**config.mk**
```make
export PLATFORM = sky130hd
export DESIGN_NAME = rmq_front
export DESIGN_NICKNAME = d
export VERILOG_FILES = /design/src/rmq_pkg.sv /design/src/rmq_front.sv
export SDC_FILE = /design/constraint.sdc
export NUM_CORES = 1
export LEC_CHECK = 0
export ABC_AREA = 1
export BUFFER_PORTS_ARGS = -buffer_cell sky130_fd_sc_hd__clkbuf_2
export CAP_MARGIN = 0
export CORE_AREA = 4 4 93 95
export CTS_CLUSTER_DIAMETER = 100
export DETAILED_ROUTE_END_ITERATION = 10
export DIE_AREA = 0 0 97 99
export PLACE_DENSITY = 0.84
export SYNTH_ARGS = -nofsm -noshare
export SYNTH_HDL_FRONTEND = slang
export SYNTH_SLANG_ARGS = --single-unit
export TNS_END_PERCENT = 30
```
**constraint.sdc**
```tcl
create_clock -name clk_i -period 8.84 [get_ports clk_i]
set_input_delay 0.442 -clock clk_i [delete_from_list [all_inputs] [get_ports clk_i]]
set_output_delay 0.442 -clock clk_i [all_outputs]
set_load 0.02 [all_outputs]
```
**src/rmq_pkg.sv**
```systemverilog
`timescale 1ns / 1ps
// ----------------------------------------------------------------------------
// rmq_pkg
// Shared types, constants and helper functions of the range extreme engine.
// ----------------------------------------------------------------------------
package rmq_pkg;

  localparam int unsigned BlockSize   = 16;
  localparam int unsigned MaxElements = 1024;
  localparam int unsigned ValueWidth  = 32;
  localparam int unsigned Levels      = 7;
  localparam int unsigned NumBlocks   = MaxElements / BlockSize;
  localparam int unsigned SparseDepth = Levels * NumBlocks;

  // request codes on the input channel
  localparam logic [1:0] REQ_APPEND = 2'd0;
  localparam logic [1:0] REQ_QUERY  = 2'd1;
  localparam logic [1:0] REQ_CLEAR  = 2'd2;

  // result status codes
  localparam logic [1:0] ST_OK   = 2'd0;
  localparam logic [1:0] ST_RANGE = 2'd1;
  localparam logic [1:0] ST_FULL = 2'd2;

  // configuration register indexes
  localparam logic CFG_ORDER  = 1'b0;
  localparam logic CFG_SIGNED = 1'b1;

  typedef enum logic [1:0] {
    OP_APPEND,
    OP_QUERY,
    OP_CLEAR,
    OP_NOP
  } op_e;

  typedef struct packed {
    op_e         op;
    logic [31:0] value;
    logic [9:0]  left;
    logic [10:0] right_excl;
  } req_t;

  typedef enum logic [3:0] {
    S_IDLE,
    S_POP,
    S_LVL_A,
    S_LVL_B,
    S_LVL_C,
    S_Q0,
    S_Q1,
    S_Q2,
    S_Q3,
    S_OUT
  } state_e;

  // strict compare, ties go to the second operand
  function automatic logic beats(logic [31:0] a, logic [31:0] b, logic order_max,
                                 logic sgn);
    logic [31:0] ka;
    logic [31:0] kb;
    ka = a ^ {sgn, 31'b0};
    kb = b ^ {sgn, 31'b0};
    return order_max ? (ka > kb) : (ka < kb);
  endfunction

  // count trailing zeros, zero mask gives 0
  function automatic logic [3:0] tz16(logic [15:0] m);
    logic [3:0] n;
    n = 4'd0;
    for (int i = 15; i >= 0; i--) begin
      if (m[i]) n = 4'(i);
    end
    return n;
  endfunction

  // index of highest set bit, 0 for 0 or 1
  function automatic logic [2:0] top_bit6(logic [5:0] x);
    logic [2:0] n;
    n = 3'd0;
    for (int i = 0; i < 6; i++) begin
      if (x[i]) n = 3'(i);
    end
    return n;
  endfunction

endpackage

```
**src/rmq_front.sv**
```systemverilog
`timescale 1ns / 1ps
// ----------------------------------------------------------------------------
// rmq_front
// Accepts request beats, decodes the request type and holds them in a
// two-entry queue for the back end.
// ----------------------------------------------------------------------------
module rmq_front (
  input  logic          clk_i,
  input  logic          rst_ni,
  input  logic          in_valid_i,
  output logic          in_stall_o,
  input  logic [1:0]    req_type_i,
  input  logic [31:0]   value_i,
  input  logic [9:0]    left_i,
  input  logic [10:0]   right_excl_i,
  output logic          q_valid_o,
  output rmq_pkg::req_t q_item_o,
  input  logic          q_pop_i
);

  rmq_pkg::req_t slot_q [2];
  logic          wptr_q, rptr_q;
  logic [1:0]    cnt_q;
  logic          push;
  rmq_pkg::req_t item;

  // decode request type
  always_comb begin
    item.value      = value_i;
    item.left       = left_i;
    item.right_excl = right_excl_i;
    unique case (req_type_i)
      rmq_pkg::REQ_APPEND: item.op = rmq_pkg::OP_APPEND;
      rmq_pkg::REQ_QUERY:  item.op = rmq_pkg::OP_QUERY;
      rmq_pkg::REQ_CLEAR:  item.op = rmq_pkg::OP_CLEAR;
      default:             item.op = rmq_pkg::OP_NOP;
    endcase
  end

  assign in_stall_o = (cnt_q == 2'd2);
  assign push       = in_valid_i && !in_stall_o;
  assign q_valid_o  = (cnt_q != 2'd0);
  assign q_item_o   = slot_q[rptr_q];

  // queue pointers
  always_ff @(posedge clk_i or negedge rst_ni) begin
    if (!rst_ni) begin
      wptr_q <= 1'b0;
      rptr_q <= 1'b0;
      cnt_q  <= 2'd0;
    end else begin
      if (push) wptr_q <= ~wptr_q;
      if (q_pop_i) rptr_q <= ~rptr_q;
      cnt_q <= cnt_q + {1'b0, push} - {1'b0, q_pop_i};
    end
  end

  // queue storage
  always_ff @(posedge clk_i) begin
    if (push) slot_q[wptr_q] <= item;
  end

endmodule

```
Word level (Yosys, flattened, before mapping) --
Memories as Yosys holds them, arrays and structs flattened. Cells that the tools add are included.
Cells by class: add/sub/neg operators 2, multipliers 0, divide/modulo/power cells 0, $lt $le $gt $ge 0, equality and inequality tests 3, shift operators 0, muxes and demuxes 3, bitwise gates (word level) 2, reductions and logical operators 4
Operators with widths (count):
- $pmux 2 s3 | 1
- $eq 2x2->1 const B | 2
- $add 2x1->2 | 1
- $eq 2x1->1 const B | 1
- $logic_not 2->1 | 1
- $mux 1 | 2
- $not 1->1 | 2
- $reduce_bool 2->1 | 1
- $sub 2x1->2 | 1
- $logic_and 1x1->1 | 1
- $logic_not 1->1 | 1
Word-level totals: bits in registers 4, bits in latches 0, bits in writable memories 110, bits in read-only memories 0, input port bits 59, output and inout bits 57, logic and storage cells 18, memories kept 1
Memories:
- slot_q | depth 2, bits a word 55, rd ports 1, clocked after Yosys merged registers in 0, write ports 1, RTL line rmq_front.sv:21 | rmq_pkg::req_t slot_q [2];

Depth between registers and ports, before layout --
depth in word-level cells 5, depth in mapped cells 9

Worst setup path before layout --
OpenSTA, ideal clock, no wires.
path type reg2reg, start point register cnt_q[1], end point memory slot_q[1][0] (netlist bit), enable pin, library setup time 0.468 ns, data arrival time 2.861 ns, data required time 8.372 ns, path slack 5.511 ns, cell stages (with the launch flop) 4, path buffers 0, cells stage by stage dfrtp_1 > nand2_1 > nand2_1 > nor2_1
Between the ends: cells in the longest elaborated chain, start to end 5
Ends and longest elaborated chain:
- start: declaration | RTL line rmq_front.sv:23 | logic [1:0] cnt_q;
- start signal: assignment | RTL line rmq_front.sv:54 | cnt_q <= cnt_q + {1'b0, push} - {1'b0, q_pop_i};
- $eq 2x2->1 | RTL line rmq_front.sv:40 | assign in_stall_o = (cnt_q == 2'd2);
- $logic_not 1->1 | RTL line rmq_front.sv:41 | assign push = in_valid_i && !in_stall_o;
- $logic_and 1x1->1 | RTL line rmq_front.sv:41
- $mux 1 | RTL line rmq_front.sv:60 | if (push) slot_q[wptr_q] <= item;
- $mux 1 (not written as such) | RTL line rmq_front.sv:60
- end: declaration | RTL line rmq_front.sv:21
Every way passes these cells.

==> run summary <==
clk buf depth -> 2
Worst setup EP type -> primary output
mapped cell area -> 4330 um^2
synth top area cells -> edfxtp_1, nand2_1, inv_1, o21ai_0, buf_6
Pwr per Cell Area -> 360 nW/um^2
skew final -> 0.00784 ns
main combinational cell family by area after synthesis -> buffers and inverters
final critical-path required period -> 2.55 ns
layout cells sized above 1 -> 0.317
endpoints failing hold -> 0
CTS clk-pin slew, worst paths -> 0.05 ns
Fill cells -> 541
Hold Path Sink -> slot_q[1][2]
Worst-Skew Late Latency -> 0.49 ns
RR Startpoint -> cnt_q[1]
Routed WL -> 7350 um
slew margin rel. -> 0.195
WP data arrival -> 2.11 ns
full die area -> 9600 um^2
register area share after synthesis -> 0.786
Unique masters post-synth -> 13
Resized cells post-CTS -> 0
Peak VDD IR -> 317 uV
# setup viols final -> 0
DR vias/cell -> 4.70
Total GRT Usage -> 0.161
# DRC -> 0
DR vias -> 2,587
post-route ant nets -> 0
core area -> 7730 um^2
pre-CTS setup slack -> 6.70 ns
CTS tree -> built
WL/cell -> 13.4 um
Die Wd -> 97 um
Synth Area in Adders -> 0.00578
I/O Pins -> 116
register area -> 3410 um^2
initial drt markers -> 84
worst hold stages -> 1
fmax -> 392 MHz
worst hold path type -> in2reg
leading cell types in the layout, fill and taps excluded -> clkbuf_2, edfxtp_1, nand2_1, inv_1, o21ai_0
CP Launch Type -> flop
Post-Synth Simple-Gate Area -> 0.0595
Detailed Place HPWL -> 4840 um
Post-Synth XOR/XNOR Area -> 0.00202
Remaining Overflow, GRT -> 0
first-pass GRT wire length -> 12,000 um
row count -> 32
Req. time, crit path -> 8.40 ns
Compound-Gate Fraction of Synth Area -> 0.0636
min-delay src -> right_excl_i[2]
reg2reg end -> slot_q[1][38]
FF-to-FF path depth -> 4
Setup Fix Bufs, Post-CTS -> 0
area grow syn2layout -> 25.9%
RSZ-0062 raised after global routing -> no
Pleak -> 2.40 nW
nets -> 500
largest net degree at the start of global routing -> 112
Die Ht -> 99 um
PortBufs -> 115
Mapped Cells -> 317
status -> completed
clk root buf -> clkbuf_8
TNS Setup -> 0 ns
most common cell after layout, fill and taps aside -> clkbuf_2
placed instance count -> 521
Non-Filler Instances -> 550
Pins Over Slew Limit -> 0
synthesized area per cell -> 13.7 um^2
Final WS setup -> 6.29 ns
Worst-Margin Slew -> 1.21 ns
area share of the largest cell type after synthesis -> 0.763
syn_nets -> 378
mux share of post-synthesis cell area -> 0
vias in the first global route -> 2,686
Reg2Reg Setup Slack -> 6.75 ns
worst-path fanout max -> 111
maxcap violations -> 0
footprint of the multi-input gates -> 574 um^2
Yosys warnings -> 0
Yosys reg bits -> 114
initial antenna violation count -> 0
CTS Hold Buffers Added -> 1
CTS buffer count -> 17
# diodes -> 0
Worst Setup Path Type -> reg2out
final worst path period share -> 0.289
CTS Sinks -> 114
Initial Utilization -> 0.560
Clock H-tree levels -> 4
cell taking the most area after synthesis -> edfxtp_1
GP Congestion -> 0.760
DR pass1 iterations -> 6
## how the worst max path moves through the flow
stage / from / end / slack (ns)
global placement: in_valid_i / slot_q[1][54] / 6.75
CTS: rptr_q / q_item_o[38] / 6.27
finish: rptr_q / q_item_o[38] / 6.29
floorplan: cnt_q[1] / slot_q[1][0] / 5.51
global route: rptr_q / q_item_o[38] / 6.08
detailed placement: in_valid_i / slot_q[1][2] / 6.70
## synthesized netlist by cell type
cell and instances:
o21ai_0 41, nand3_1 2, dfrtp_1 4, inv_1 63
o21ai_1 14, edfxtp_1 110, nand2_1 65, ha_1 2
buf_4 1, xor2_1 1, clkbuf_1 4, buf_6 9
nor2_1 1
## flip-flops by register name, indices dropped and copies added (netlist names)
register,cells
cnt_q,2
slot_q,110
wptr_q,1
rptr_q,1
## power by group
part,total (W),switching (W),leakage (nW),internal (W)
sequential,0.000832,0.0000905,1.07,0.000741
combinational,0.000546,0.000384,1.07,0.000163
clock,0.000588,0.000200,0.252,0.000388
## critical path, stage by stage, from the launching register on
cell	delay, ns
dfrtp_4	1.03
o21ai_0	0.31
clkbuf_2	0.22
## logic make-up after synthesis
group | Yosys count
xor+xnor | 1
fa+ha+maj | 2
buf+inv | 77
simple gates | 68
flops | 114
compound gates | 55
## per-stage QoR
stage	cell area (um^2)	total power (W)	util	hold slack, ns
floorplan	4330	0.00122	-	0.146
global placement	4930	0.00138	0.638	0.253
detailed placement	4930	0.00140	0.638	0.259
CTS	5450	0.00199	0.706	0.117
global route	5450	0.00208	0.706	0.112
finish	5450	0.00197	0.706	0.142
## routing by layer
| metal | wire (um) | GRT usage | vias to the layer above | share of wire |
|---|---|---|---|---|
| li1 | - | - | 1300 | - |
| met1 | 3010 | 0.179 | 1206 | 0.41 |
| met2 | 3890 | 0.279 | 75 | 0.53 |
| met3 | 405 | 0.0630 | 6 | 0.055 |
| met4 | 50 | 0.0670 | 0 | 0.0068 |
| met5 | 0 | 0 | - | 0 |
## layout make-up
cell class / count / area share
Clock inverter: 9 / 0.0172
Timing Repair Buffer: 117 / 0.109
Sequential cell: 114 / 0.625
Clock buffer: 19 / 0.0773
Inverter: 63 / 0.0434
Tap cell: 102 / 0.0234
Multi-Input combinational cell: 126 / 0.105
Note: power is estimated with default switching activity, not from simulation.
